$ cat src/rtl/core/e2ct_pkg.sv
`default_nettype none
// ----------------------------------------------------------------------------
// e2ct_pkg
// Shared types, constants and small tables for the epoch to calendar converter.
// ----------------------------------------------------------------------------
package e2ct_pkg;

    // Configuration register indexes
    localparam logic [1:0] CFG_DST_ENABLE    = 2'd0;
    localparam logic [1:0] CFG_DST_FIRST_DAY = 2'd1;
    localparam logic [1:0] CFG_DST_LAST_DAY  = 2'd2;

    localparam logic       DST_ENABLE_RESET    = 1'b1;
    localparam logic [8:0] DST_FIRST_DAY_RESET = 9'd69;
    localparam logic [8:0] DST_LAST_DAY_RESET  = 9'd307;

    // Divider phases: reciprocal estimate, remainder, one correction
    localparam logic [1:0] DIV_PHASE_EST = 2'd2;
    localparam logic [1:0] DIV_PHASE_REM = 2'd1;
    localparam logic [1:0] DIV_PHASE_FIX = 2'd0;

    // Estimates land on the quotient or one below it:
    //   days    (secs >> 7) * 49710 >> 25   (86400 = 128 * 675)
    //   hours   (sod >> 4) * 36 >> 13       (3600 = 16 * 225)
    //   minutes (soh >> 2) * 68 >> 10       (60 = 4 * 15)
    localparam logic [15:0] RECIP_DAY  = 16'd49710;
    localparam logic [5:0]  RECIP_HOUR = 6'd36;
    localparam logic [6:0]  RECIP_MIN  = 7'd68;

    localparam logic [17:0] SECS_PER_DAY  = 18'd86400;
    localparam logic [17:0] SECS_PER_HOUR = 18'd3600;
    localparam logic [17:0] SECS_PER_MIN  = 18'd60;

    localparam logic [11:0] BASE_YEAR      = 12'd1970;
    localparam logic [6:0]  BASE_YEAR_M100 = 7'd70;
    localparam logic [8:0]  BASE_YEAR_M400 = 9'd370;
    localparam logic [4:0]  BASE_CENTURY   = 5'd19;

    // mod 7 by reciprocal: floor(s * 293 / 2048) == floor(s / 7) for s < 512
    localparam logic [8:0] RECIP7 = 9'd293;

    typedef enum logic [3:0] {
        ST_IDLE,
        ST_DIV_DAY,
        ST_LOAD_HOUR,
        ST_DIV_HOUR,
        ST_LOAD_MIN,
        ST_DIV_MIN,
        ST_LOAD_SEC,
        ST_YEAR,
        ST_MONTH,
        ST_WEEK,
        ST_FINISH
    } e2ct_state_t;

    typedef enum logic [1:0] {
        DIVISOR_DAY,
        DIVISOR_HOUR,
        DIVISOR_MIN
    } e2ct_div_t;

    typedef struct packed {
        logic      load;
        logic      div_est;
        logic      div_rem;
        logic      div_fix;
        e2ct_div_t div_sel;
        logic      take_day;
        logic      take_hour;
        logic      take_min;
        logic      year_step;
        logic      take_yday;
        logic      month_step;
        logic      week_sum;
        logic      finish;
    } e2ct_cmd_t;

    typedef struct packed {
        logic year_fit;
        logic month_fit;
    } e2ct_status_t;

    // Days in month, February of a common year
    function automatic logic [4:0] month_days(input logic [3:0] month);
        logic [4:0] d;
        unique case (month)
            4'd2:                      d = 5'd28;
            4'd4, 4'd6, 4'd9, 4'd11:   d = 5'd30;
            default:                   d = 5'd31;
        endcase
        return d;
    endfunction

    // floor(13 * (zm + 1) / 5), January and February as months 13 and 14
    function automatic logic [5:0] zeller_month_term(input logic [3:0] month);
        logic [5:0] v;
        unique case (month)
            4'd1:    v = 6'd36;
            4'd2:    v = 6'd39;
            4'd3:    v = 6'd10;
            4'd4:    v = 6'd13;
            4'd5:    v = 6'd15;
            4'd6:    v = 6'd18;
            4'd7:    v = 6'd20;
            4'd8:    v = 6'd23;
            4'd9:    v = 6'd26;
            4'd10:   v = 6'd28;
            4'd11:   v = 6'd31;
            4'd12:   v = 6'd33;
            default: v = 6'd0;
        endcase
        return v;
    endfunction

endpackage
`default_nettype wire

$ cat src/rtl/core/e2ct_ctrl.sv
`default_nettype none
// ----------------------------------------------------------------------------
// e2ct_ctrl
// Sequencer: runs the divider stages, year and month walks, weekday and finish.
// ----------------------------------------------------------------------------
module e2ct_ctrl (
    input  wire logic                  clk,
    input  wire logic                  rst_n,
    input  wire logic                  start,
    input  wire e2ct_pkg::e2ct_status_t status,
    output e2ct_pkg::e2ct_cmd_t        cmd,
    output logic                       busy,
    output logic                       done
);

    e2ct_pkg::e2ct_state_t state_reg, state_next;
    logic [1:0]            cnt_reg, cnt_next;
    logic                  done_reg, done_next;

    always_ff @(posedge clk or negedge rst_n) begin
        if (!rst_n)
        begin
            state_reg <= e2ct_pkg::ST_IDLE;
            cnt_reg   <= '0;
            done_reg  <= 1'b0;
        end
        else
        begin
            state_reg <= state_next;
            cnt_reg   <= cnt_next;
            done_reg  <= done_next;
        end
    end

    always_comb begin
        state_next = state_reg;
        cnt_next   = cnt_reg;
        done_next  = 1'b0;
        cmd        = '0;
        cmd.div_sel = e2ct_pkg::DIVISOR_DAY;
        unique case (state_reg)
            e2ct_pkg::ST_IDLE:
            begin
                if (start)
                begin
                    cmd.load   = 1'b1;
                    cnt_next   = e2ct_pkg::DIV_PHASE_EST;
                    state_next = e2ct_pkg::ST_DIV_DAY;
                end
            end
            e2ct_pkg::ST_DIV_DAY:
            begin
                cmd.div_sel = e2ct_pkg::DIVISOR_DAY;
                cmd.div_est = (cnt_reg == e2ct_pkg::DIV_PHASE_EST);
                cmd.div_rem = (cnt_reg == e2ct_pkg::DIV_PHASE_REM);
                cmd.div_fix = (cnt_reg == e2ct_pkg::DIV_PHASE_FIX);
                cnt_next    = cnt_reg - 2'd1;
                if (cnt_reg == e2ct_pkg::DIV_PHASE_FIX)
                    state_next = e2ct_pkg::ST_LOAD_HOUR;
            end
            e2ct_pkg::ST_LOAD_HOUR:
            begin
                cmd.take_day = 1'b1;
                cnt_next     = e2ct_pkg::DIV_PHASE_EST;
                state_next   = e2ct_pkg::ST_DIV_HOUR;
            end
            e2ct_pkg::ST_DIV_HOUR:
            begin
                cmd.div_sel = e2ct_pkg::DIVISOR_HOUR;
                cmd.div_est = (cnt_reg == e2ct_pkg::DIV_PHASE_EST);
                cmd.div_rem = (cnt_reg == e2ct_pkg::DIV_PHASE_REM);
                cmd.div_fix = (cnt_reg == e2ct_pkg::DIV_PHASE_FIX);
                cnt_next    = cnt_reg - 2'd1;
                if (cnt_reg == e2ct_pkg::DIV_PHASE_FIX)
                    state_next = e2ct_pkg::ST_LOAD_MIN;
            end
            e2ct_pkg::ST_LOAD_MIN:
            begin
                cmd.take_hour = 1'b1;
                cnt_next      = e2ct_pkg::DIV_PHASE_EST;
                state_next    = e2ct_pkg::ST_DIV_MIN;
            end
            e2ct_pkg::ST_DIV_MIN:
            begin
                cmd.div_sel = e2ct_pkg::DIVISOR_MIN;
                cmd.div_est = (cnt_reg == e2ct_pkg::DIV_PHASE_EST);
                cmd.div_rem = (cnt_reg == e2ct_pkg::DIV_PHASE_REM);
                cmd.div_fix = (cnt_reg == e2ct_pkg::DIV_PHASE_FIX);
                cnt_next    = cnt_reg - 2'd1;
                if (cnt_reg == e2ct_pkg::DIV_PHASE_FIX)
                    state_next = e2ct_pkg::ST_LOAD_SEC;
            end
            e2ct_pkg::ST_LOAD_SEC:
            begin
                cmd.take_min = 1'b1;
                state_next   = e2ct_pkg::ST_YEAR;
            end
            e2ct_pkg::ST_YEAR:
            begin
                if (status.year_fit)
                begin
                    cmd.take_yday = 1'b1;
                    state_next    = e2ct_pkg::ST_MONTH;
                end
                else
                    cmd.year_step = 1'b1;
            end
            e2ct_pkg::ST_MONTH:
            begin
                if (status.month_fit)
                begin
                    cmd.week_sum = 1'b1;
                    state_next   = e2ct_pkg::ST_WEEK;
                end
                else
                    cmd.month_step = 1'b1;
            end
            e2ct_pkg::ST_WEEK:
            begin
                cmd.finish = 1'b1;
                done_next  = 1'b1;
                state_next = e2ct_pkg::ST_FINISH;
            end
            e2ct_pkg::ST_FINISH:
            begin
                state_next = e2ct_pkg::ST_IDLE;
            end
            default:
            begin
                state_next = e2ct_pkg::ST_IDLE;
            end
        endcase
    end

    assign busy = (state_reg != e2ct_pkg::ST_IDLE);
    assign done = done_reg;

endmodule
`default_nettype wire

$ cat src/rtl/core/e2ct_datapath.sv
`default_nettype none
// ----------------------------------------------------------------------------
// e2ct_datapath
// Reciprocal dividers, year/month walk counters, DST window and weekday logic.
// ----------------------------------------------------------------------------
module e2ct_datapath (
    input  wire logic                  clk,
    input  wire e2ct_pkg::e2ct_cmd_t   cmd,
    output e2ct_pkg::e2ct_status_t     status,
    input  wire logic [31:0]           epoch_seconds,
    input  wire logic                  dst_enable,
    input  wire logic [8:0]            dst_first_day,
    input  wire logic [8:0]            dst_last_day,
    output logic [5:0]                 second_of_minute,
    output logic [5:0]                 minute_of_hour,
    output logic [4:0]                 hour_of_day,
    output logic [4:0]                 day_of_month,
    output logic [3:0]                 month_number,
    output logic [11:0]                year_number,
    output logic [2:0]                 weekday_number,
    output logic                       dst_active
);

    // divider: reciprocal estimate, remainder, one correction
    logic [31:0] num_reg, num_next;
    logic [17:0] rem_reg, rem_next;
    logic [15:0] quo_reg, quo_next;
    logic [17:0] divisor;
    logic [40:0] day_prod;
    logic [18:0] hour_prod;
    logic [16:0] min_prod;
    logic [15:0] quo_est;
    logic [33:0] back_prod;
    logic [31:0] rem_full;

    // time and calendar working state
    logic [4:0]  hour_reg, hour_next;
    logic [5:0]  min_reg, min_next;
    logic [5:0]  sec_reg, sec_next;
    logic [15:0] days_reg, days_next;
    logic [8:0]  yday_reg, yday_next;
    logic [11:0] year_reg, year_next;
    logic [6:0]  ym100_reg, ym100_next;
    logic [8:0]  ym400_reg, ym400_next;
    logic [4:0]  cent_reg, cent_next;
    logic [3:0]  month_reg, month_next;
    logic [4:0]  dom_reg, dom_next;
    logic        dst_reg, dst_next;
    logic [8:0]  wsum_reg, wsum_next;

    // outputs
    logic [5:0]  sec_out_reg, min_out_reg;
    logic [4:0]  hour_out_reg, dom_out_reg;
    logic [3:0]  month_out_reg;
    logic [11:0] year_out_reg;
    logic [2:0]  wd_out_reg;
    logic        dst_out_reg;

    logic        leap;
    logic [8:0]  ylen;
    logic [4:0]  mlen;
    logic [9:0]  win_lo, win_hi;
    logic        in_window;
    logic [6:0]  zk;
    logic [4:0]  zj;
    logic [17:0] wprod;
    logic [8:0]  wquot;
    logic [8:0]  wrem;

    // estimate is the quotient or one below it
    assign day_prod  = 41'(num_reg[31:7]) * 41'(e2ct_pkg::RECIP_DAY);
    assign hour_prod = 19'(num_reg[16:4]) * 19'(e2ct_pkg::RECIP_HOUR);
    assign min_prod  = 17'(num_reg[11:2]) * 17'(e2ct_pkg::RECIP_MIN);

    always_comb begin
        unique case (cmd.div_sel)
            e2ct_pkg::DIVISOR_DAY:
            begin
                divisor = e2ct_pkg::SECS_PER_DAY;
                quo_est = day_prod[40:25];
            end
            e2ct_pkg::DIVISOR_HOUR:
            begin
                divisor = e2ct_pkg::SECS_PER_HOUR;
                quo_est = {10'd0, hour_prod[18:13]};
            end
            e2ct_pkg::DIVISOR_MIN:
            begin
                divisor = e2ct_pkg::SECS_PER_MIN;
                quo_est = {9'd0, min_prod[16:10]};
            end
            default:
            begin
                divisor = e2ct_pkg::SECS_PER_DAY;
                quo_est = day_prod[40:25];
            end
        endcase
    end

    // remainder is below twice the divisor, so 18 bits hold it
    assign back_prod = 34'(quo_reg) * 34'(divisor);
    assign rem_full  = num_reg - back_prod[31:0];

    assign leap = ((year_reg[1:0] == 2'd0) && (ym100_reg != 7'd0)) || (ym400_reg == 9'd0);
    assign ylen = leap ? 9'd366 : 9'd365;
    assign mlen = ((month_reg == 4'd2) && leap) ? 5'd29 : e2ct_pkg::month_days(month_reg);

    assign status.year_fit  = (days_reg < {7'd0, ylen});
    assign status.month_fit = (days_reg < {11'd0, mlen}) || (month_reg == 4'd12);

    // window bounds shift by one day in leap years
    assign win_lo    = {1'b0, dst_first_day} + {9'd0, leap};
    assign win_hi    = {1'b0, dst_last_day} + {9'd0, leap};
    assign in_window = dst_enable && ({1'b0, yday_reg} >= win_lo)
                       && ({1'b0, yday_reg} <= win_hi);

    // January and February belong to the previous year
    always_comb begin
        zk = ym100_reg;
        zj = cent_reg;
        if (month_reg < 4'd3)
        begin
            if (ym100_reg == 7'd0)
            begin
                zk = 7'd99;
                zj = cent_reg - 5'd1;
            end
            else
                zk = ym100_reg - 7'd1;
        end
    end

    assign wprod = 18'(wsum_reg) * 18'(e2ct_pkg::RECIP7);
    assign wquot = {2'd0, wprod[17:11]};
    assign wrem  = wsum_reg - ((wquot << 3) - wquot);

    always_comb begin
        num_next   = num_reg;
        rem_next   = rem_reg;
        quo_next   = quo_reg;
        hour_next  = hour_reg;
        min_next   = min_reg;
        sec_next   = sec_reg;
        days_next  = days_reg;
        yday_next  = yday_reg;
        year_next  = year_reg;
        ym100_next = ym100_reg;
        ym400_next = ym400_reg;
        cent_next  = cent_reg;
        month_next = month_reg;
        dom_next   = dom_reg;
        dst_next   = dst_reg;
        wsum_next  = wsum_reg;

        if (cmd.load)
        begin
            num_next   = epoch_seconds;
            year_next  = e2ct_pkg::BASE_YEAR;
            ym100_next = e2ct_pkg::BASE_YEAR_M100;
            ym400_next = e2ct_pkg::BASE_YEAR_M400;
            cent_next  = e2ct_pkg::BASE_CENTURY;
            month_next = 4'd1;
        end

        if (cmd.div_est)
            quo_next = quo_est;

        if (cmd.div_rem)
            rem_next = rem_full[17:0];

        if (cmd.div_fix && (rem_reg >= divisor))
        begin
            quo_next = quo_reg + 16'd1;
            rem_next = rem_reg - divisor;
        end

        if (cmd.take_day)
        begin
            days_next = quo_reg;
            num_next  = {14'd0, rem_reg};
        end

        if (cmd.take_hour)
        begin
            hour_next = quo_reg[4:0];
            num_next  = {14'd0, rem_reg};
        end

        if (cmd.take_min)
        begin
            min_next = quo_reg[5:0];
            sec_next = rem_reg[5:0];
        end

        if (cmd.year_step)
        begin
            days_next  = days_reg - {7'd0, ylen};
            year_next  = year_reg + 12'd1;
            ym100_next = (ym100_reg == 7'd99) ? 7'd0 : ym100_reg + 7'd1;
            cent_next  = (ym100_reg == 7'd99) ? cent_reg + 5'd1 : cent_reg;
            ym400_next = (ym400_reg == 9'd399) ? 9'd0 : ym400_reg + 9'd1;
        end

        if (cmd.take_yday)
            yday_next = days_reg[8:0];

        if (cmd.month_step)
        begin
            days_next  = days_reg - {11'd0, mlen};
            month_next = month_reg + 4'd1;
        end

        if (cmd.week_sum)
        begin
            dom_next  = days_reg[4:0] + 5'd1;
            dst_next  = in_window;
            wsum_next = 9'(days_reg[4:0]) + 9'd1
                        + 9'(e2ct_pkg::zeller_month_term(month_reg))
                        + 9'(zk) + 9'(zk[6:2]) + 9'(zj[4:2])
                        + 9'({zj, 2'b00}) + 9'(zj);
        end
    end

    always_ff @(posedge clk) begin
        num_reg   <= num_next;
        rem_reg   <= rem_next;
        quo_reg   <= quo_next;
        hour_reg  <= hour_next;
        min_reg   <= min_next;
        sec_reg   <= sec_next;
        days_reg  <= days_next;
        yday_reg  <= yday_next;
        year_reg  <= year_next;
        ym100_reg <= ym100_next;
        ym400_reg <= ym400_next;
        cent_reg  <= cent_next;
        month_reg <= month_next;
        dom_reg   <= dom_next;
        dst_reg   <= dst_next;
        wsum_reg  <= wsum_next;
        if (cmd.finish)
        begin
            sec_out_reg   <= sec_reg;
            min_out_reg   <= min_reg;
            hour_out_reg  <= hour_reg + {4'd0, dst_reg};
            dom_out_reg   <= dom_reg;
            month_out_reg <= month_reg;
            year_out_reg  <= year_reg;
            wd_out_reg    <= wrem[2:0];
            dst_out_reg   <= dst_reg;
        end
    end

    assign second_of_minute = sec_out_reg;
    assign minute_of_hour   = min_out_reg;
    assign hour_of_day      = hour_out_reg;
    assign day_of_month     = dom_out_reg;
    assign month_number     = month_out_reg;
    assign year_number      = year_out_reg;
    assign weekday_number   = wd_out_reg;
    assign dst_active       = dst_out_reg;

endmodule
`default_nettype wire

$ cat src/rtl/core/epoch_to_calendar_time.sv
`default_nettype none
// ----------------------------------------------------------------------------
// epoch_to_calendar_time
// Local epoch seconds to time of day, Gregorian date, weekday and DST flag.
// ----------------------------------------------------------------------------
// A conversion begins at the clock edge where start is high and busy is low.
// Days, hours and minutes are each split off by a reciprocal-multiply
// estimate, a remainder and one correction, each with a load step; then the
// years are walked from 1970 (up to 135 for a date that also walks a full
// year of months), the months (up to 11), each walk with a closing step,
// and the weekday is formed. done is high in the cycle after the weekday
// step, with the outputs updated. busy stays high through that cycle, so
// the next start is taken at the edge after it. The receiver cannot stall,
// so it must take the transfer in that cycle. The outputs keep their values
// until the next conversion ends. hour_of_day includes the DST hour and can
// read 24; the date is not advanced for it. The weekday comes from Zeller's
// congruence with 0 meaning Saturday. Configuration writes take effect at
// once; the user must make them only while no conversion is in progress,
// as the block does not enforce it: index 0 dst_enable, 1 dst_first_day,
// 2 dst_last_day; other indexes are ignored.
// ----------------------------------------------------------------------------
module epoch_to_calendar_time (
    input  wire logic        clk,
    input  wire logic        rst_n,
    // command channel
    input  wire logic        start,
    output logic             busy,
    input  wire logic [31:0] epoch_seconds,
    // configuration write port
    input  wire logic        cfg_write_en,
    input  wire logic [1:0]  cfg_index,
    input  wire logic [8:0]  cfg_data,
    // result transfer
    output logic             done,
    output logic [5:0]       second_of_minute,
    output logic [5:0]       minute_of_hour,
    output logic [4:0]       hour_of_day,
    output logic [4:0]       day_of_month,
    output logic [3:0]       month_number,
    output logic [11:0]      year_number,
    output logic [2:0]       weekday_number,
    output logic             dst_active
);

    // DST window registers
    logic       dst_enable_reg;
    logic [8:0] dst_first_reg;
    logic [8:0] dst_last_reg;

    e2ct_pkg::e2ct_cmd_t    cmd;
    e2ct_pkg::e2ct_status_t status;
    logic                   busy_int;

    always_ff @(posedge clk or negedge rst_n) begin
        if (!rst_n)
        begin
            dst_enable_reg <= e2ct_pkg::DST_ENABLE_RESET;
            dst_first_reg  <= e2ct_pkg::DST_FIRST_DAY_RESET;
            dst_last_reg   <= e2ct_pkg::DST_LAST_DAY_RESET;
        end
        else if (cfg_write_en)
        begin
            unique case (cfg_index)
                e2ct_pkg::CFG_DST_ENABLE:    dst_enable_reg <= cfg_data[0];
                e2ct_pkg::CFG_DST_FIRST_DAY: dst_first_reg  <= cfg_data;
                e2ct_pkg::CFG_DST_LAST_DAY:  dst_last_reg   <= cfg_data;
                default:                     ;
            endcase
        end
    end

    // sequencer: issues one command set per cycle
    e2ct_ctrl u_ctrl (
        .clk    (clk),
        .rst_n  (rst_n),
        .start  (start),
        .status (status),
        .cmd    (cmd),
        .busy   (busy_int),
        .done   (done)
    );

    // divider, calendar walk and weekday arithmetic
    e2ct_datapath u_datapath (
        .clk              (clk),
        .cmd              (cmd),
        .status           (status),
        .epoch_seconds    (epoch_seconds),
        .dst_enable       (dst_enable_reg),
        .dst_first_day    (dst_first_reg),
        .dst_last_day     (dst_last_reg),
        .second_of_minute (second_of_minute),
        .minute_of_hour   (minute_of_hour),
        .hour_of_day      (hour_of_day),
        .day_of_month     (day_of_month),
        .month_number     (month_number),
        .year_number      (year_number),
        .weekday_number   (weekday_number),
        .dst_active       (dst_active)
    );

    assign busy = busy_int;

endmodule
`default_nettype wire
$ cat config.mk
export PLATFORM = sky130hd
export DESIGN_NAME = epoch_to_calendar_time
export DESIGN_NICKNAME = d
export VERILOG_FILES = /design/src/rtl/core/e2ct_pkg.sv /design/src/rtl/core/e2ct_ctrl.sv /design/src/rtl/core/e2ct_datapath.sv /design/src/rtl/core/epoch_to_calendar_time.sv
export SDC_FILE = /design/constraint.sdc
export NUM_CORES = 1
export LEC_CHECK = 0
export BUFFER_PORTS_ARGS = -buffer_cell sky130_fd_sc_hd__buf_2
export CORE_ASPECT_RATIO = 0.5
export CORE_MARGIN = 2
export CORE_UTILIZATION = 25
export CTS_BUF_LIST = sky130_fd_sc_hd__clkbuf_8
export DETAILED_ROUTE_END_ITERATION = 6
export HOLD_SLACK_MARGIN = 0.06
export SYNTH_ARGS = -nofsm -noshare
export SYNTH_HDL_FRONTEND = slang
export SYNTH_HIERARCHICAL = 1
export SYNTH_SLANG_ARGS = --single-unit
export TNS_END_PERCENT = 5
$ cat constraint.sdc
create_clock -name clk -period 15.6 [get_ports clk]
set_clock_uncertainty 0.1 [all_clocks]
set_input_delay 1.56 -clock clk [delete_from_list [all_inputs] [get_ports clk]]
set_output_delay 1.56 -clock clk [all_outputs]
set_load 0.03 [all_outputs]
==> reports/qor.txt <==
status: finished clean
Worst-Margin Slew: 0.9324 ns
via count: 16410
Wirelength per Cell: 14.44 um
Port-buffer cells: 90
Mapped Nets: 3017
layout cells sized above 1: 0.09164
yosys warns: 6
syn avg cell area: 10.21 sq um
Area Growth Syn to Fin: 12.20%
post-route cell area: 0.02705 sq mm
Psw: 0.3207 mW
DP Area: 0.02604 sq mm
post-CTS setup buffers: 0
DIE AREA: 0.09908 sq mm
fin crit share: 0.4904
#FFs+latches synth: 234
LEAKAGE: 12.84 nW
Seq pwr share: 0.482
Num CTS Buffers: 44
Root Buffer: clkbuf_8
crit-path max FO: 30
Setup violations, final: 0
final wirelength: 54310 um
initial core utilization: 0.2525
Detailed Route Iter0 Violations: 733
die height: 223.6 um
worst reg2reg path startpoint: u_ctrl/state_reg[1]$_DFFE_PN0P_
switching share of power: 0.2236
CTS tree: done
CP arrival: 7.90 ns
Int Pwr: 1.114 mW
largest cells by area after synthesis: edfxtp_1 (23%), ha_1 (21%), fa_1 (17%)
max reg flops: 32
Post-DRT Antenna Nets: 0
Setup TNS: 0 ns
final hold vios: 0
post-synth top area cell: edfxtp_1
sequential area share after synthesis: 0.2782
drt pass-1 iters: 5
ys flop type: edfxtp_1
# nets final: 3109
Resized Gates After CTS: 0
drt drc: 0
most frequent cell after synthesis: inv_1
CTS clock-pin slew for the worst setup and hold paths: 0.06 ns
post-synth top area share: 0.2342
initial antenna violation count: 2
vias in the first global route: 17350
post-layout minimum cycle time: 7.650 ns
core area: 0.09549 sq mm
number of synthesized flops with an enable pin: 188
CP peak stage delay: 0.60 ns
CP Buf/Inv Count: 7
FFs w/ async S/R, synth: 0.1111
Fmax: 130.7 MHz
Max clock buf depth: 3
grt total ovfl: 0
dpl hpwl: 43310 um
Max-Cap Viols: 0
Clock Latency Late Sink: 0.61 ns
Crit Path Category: flop to flop
family with the most delay on the worst path: adder cells
top cells by count, synth: inv_1 (404), ha_1 (403), fa_1 (206), edfxtp_1 (188), nand2_1 (174)
Max Slew Vio Count: 0
hold path start: u_datapath/min_reg[5]$_DFFE_PP_
mapped cell area: 0.02411 sq mm
Sink Count: 234
# hold bufs at CTS: 0
largest net degree at the start of global routing: 52
first-pass GRT wire length: 90250 um
Setup crit start: u_ctrl/state_reg[1]$_DFFE_PN0P_
Total Routing Usage GR: 0.1121
Comb pwr share: 0.034
R2R setup slack: 7.95 ns
Pwr Density: 53.03 mW/mm^2
Max-Slew Margin vs Limit: 0.3784
CP max stage cell: dfrtp_1
CP endpoint kind: flop
post-DR vias/cell: 4.364
unrepaired setup endpoints after global routing: false
Clock power frac: 0.484
Die X: 443.2 um
Cells after Synth: 2361
worst min path class: flop to flop
I/O pins: 91
Yosys cell types: 79
row count: 80
CP Data Required Time: 15.85 ns
# H-tree levels: 2
Max VDD drop: 0.00004968 V
GP Congestion: 0.8600
CP Launch Type: flop
-- worst paths after layout --
| path | endpoint | cells after the start |
|---|---|---|
| max in group asynchronous | dst_first_reg[1]$_DFFE_PN0P_ | 1 |
| worst max register to register | u_datapath/rem_reg[17]$_DFFE_PP_ | 25 |
| worst max-delay path | u_datapath/rem_reg[17]$_DFFE_PP_ | 25 |
| worst min register to register | u_datapath/minute_of_hour[5]$_DFFE_PP_ | 0 |
| worst min-delay path | u_datapath/minute_of_hour[5]$_DFFE_PP_ | 0 |
| min in group asynchronous | u_ctrl/done$_DFF_PN0_ | 1 |
-- power groups by stage --
stage,Clock [mW],Combinational (mW),Sequential [mW]
floorplan,0,0.0334,0.699
global placement,0,0.0481,0.703
detailed placement,0,0.0497,0.704
CTS,0.717,0.0503,0.691
global route,0.742,0.0562,0.692
finish,0.694,0.0493,0.691
-- cell type report --
type                    instances  area [sq um]
diodes                          1         2.502
clock buffers                  45         619.3
clock inverters                36         382.9
fillers                     10060         68440
inverters                     405          1520
multi-input cells            1663         15660
flip-flops and latches        234          6708
well taps                    1271          1590
repair buffers                105         563.0
-- through the flow --
step | hold WS (ns) | power [mW] | instances | utilization | worst slack, ns
6_report | 0.3183 | 1.434 | 3760 | 0.2832 | 7.951
5_1_grt | 0.3292 | 1.489 | 3760 | 0.2832 | 7.436
4_1_cts | 0.3197 | 1.458 | 3759 | 0.2832 | 7.949
3_5_place_dp | 0.3052 | 0.7537 | 3678 | 0.2727 | 7.941
3_3_place_gp | 0.3038 | 0.7515 | 3678 | 0.2727 | 8.235
2_1_floorplan | 0.3003 | 0.7326 | 2361 | - | 8.640
-- cells in the final DEF, fill, tap and decap left out, drive strengths merged, types with 18 or more instances in the layout --
| cell type | instances |
|---|---|
| nor2b | 29 |
| nand2b | 20 |
| ha | 403 |
| xnor2 | 107 |
| and2 | 32 |
| nor3 | 33 |
| buf | 105 |
| inv | 412 |
| xor2 | 68 |
| nor2 | 133 |
| clkinv | 18 |
| edfxtp | 188 |
| dfxtp | 20 |
| clkbuf | 45 |
| fa | 206 |
| mux2i | 21 |
| and3 | 23 |
| o21ai | 70 |
| a21oi | 92 |
| a21o | 26 |
| nand3 | 46 |
| nand2 | 174 |
| mux2 | 20 |
-- metal layers --
metal / global-route usage / up-vias / routed length [um]
met5: 0 / - / 13
met4: 0.03930 / 2 / 1575
met3: 0.01415 / 94 / 1640
met2: 0.2008 / 218 / 27320
met1: 0.1386 / 7980 / 23760
li1: - / 8114 / -
-- logic make-up (layout without fill, tap and decap cells) --
family | count (synthesis) | in the layout | synth area share
AO/OA/AOI/OAI | 297 | 297 | 0.07915
adder cells (fa/ha/maj) | 609 | 609 | 0.3802
flip-flops | 234 | 234 | 0.2782
buffers and inverters | 464 | 591 | 0.07282
other | 0 | 1 | 0
AND/OR/NAND/NOR | 541 | 541 | 0.1079
XOR/XNOR | 175 | 175 | 0.06358
multiplexers | 41 | 41 | 0.01806
(Power assumes the default switching activity.)
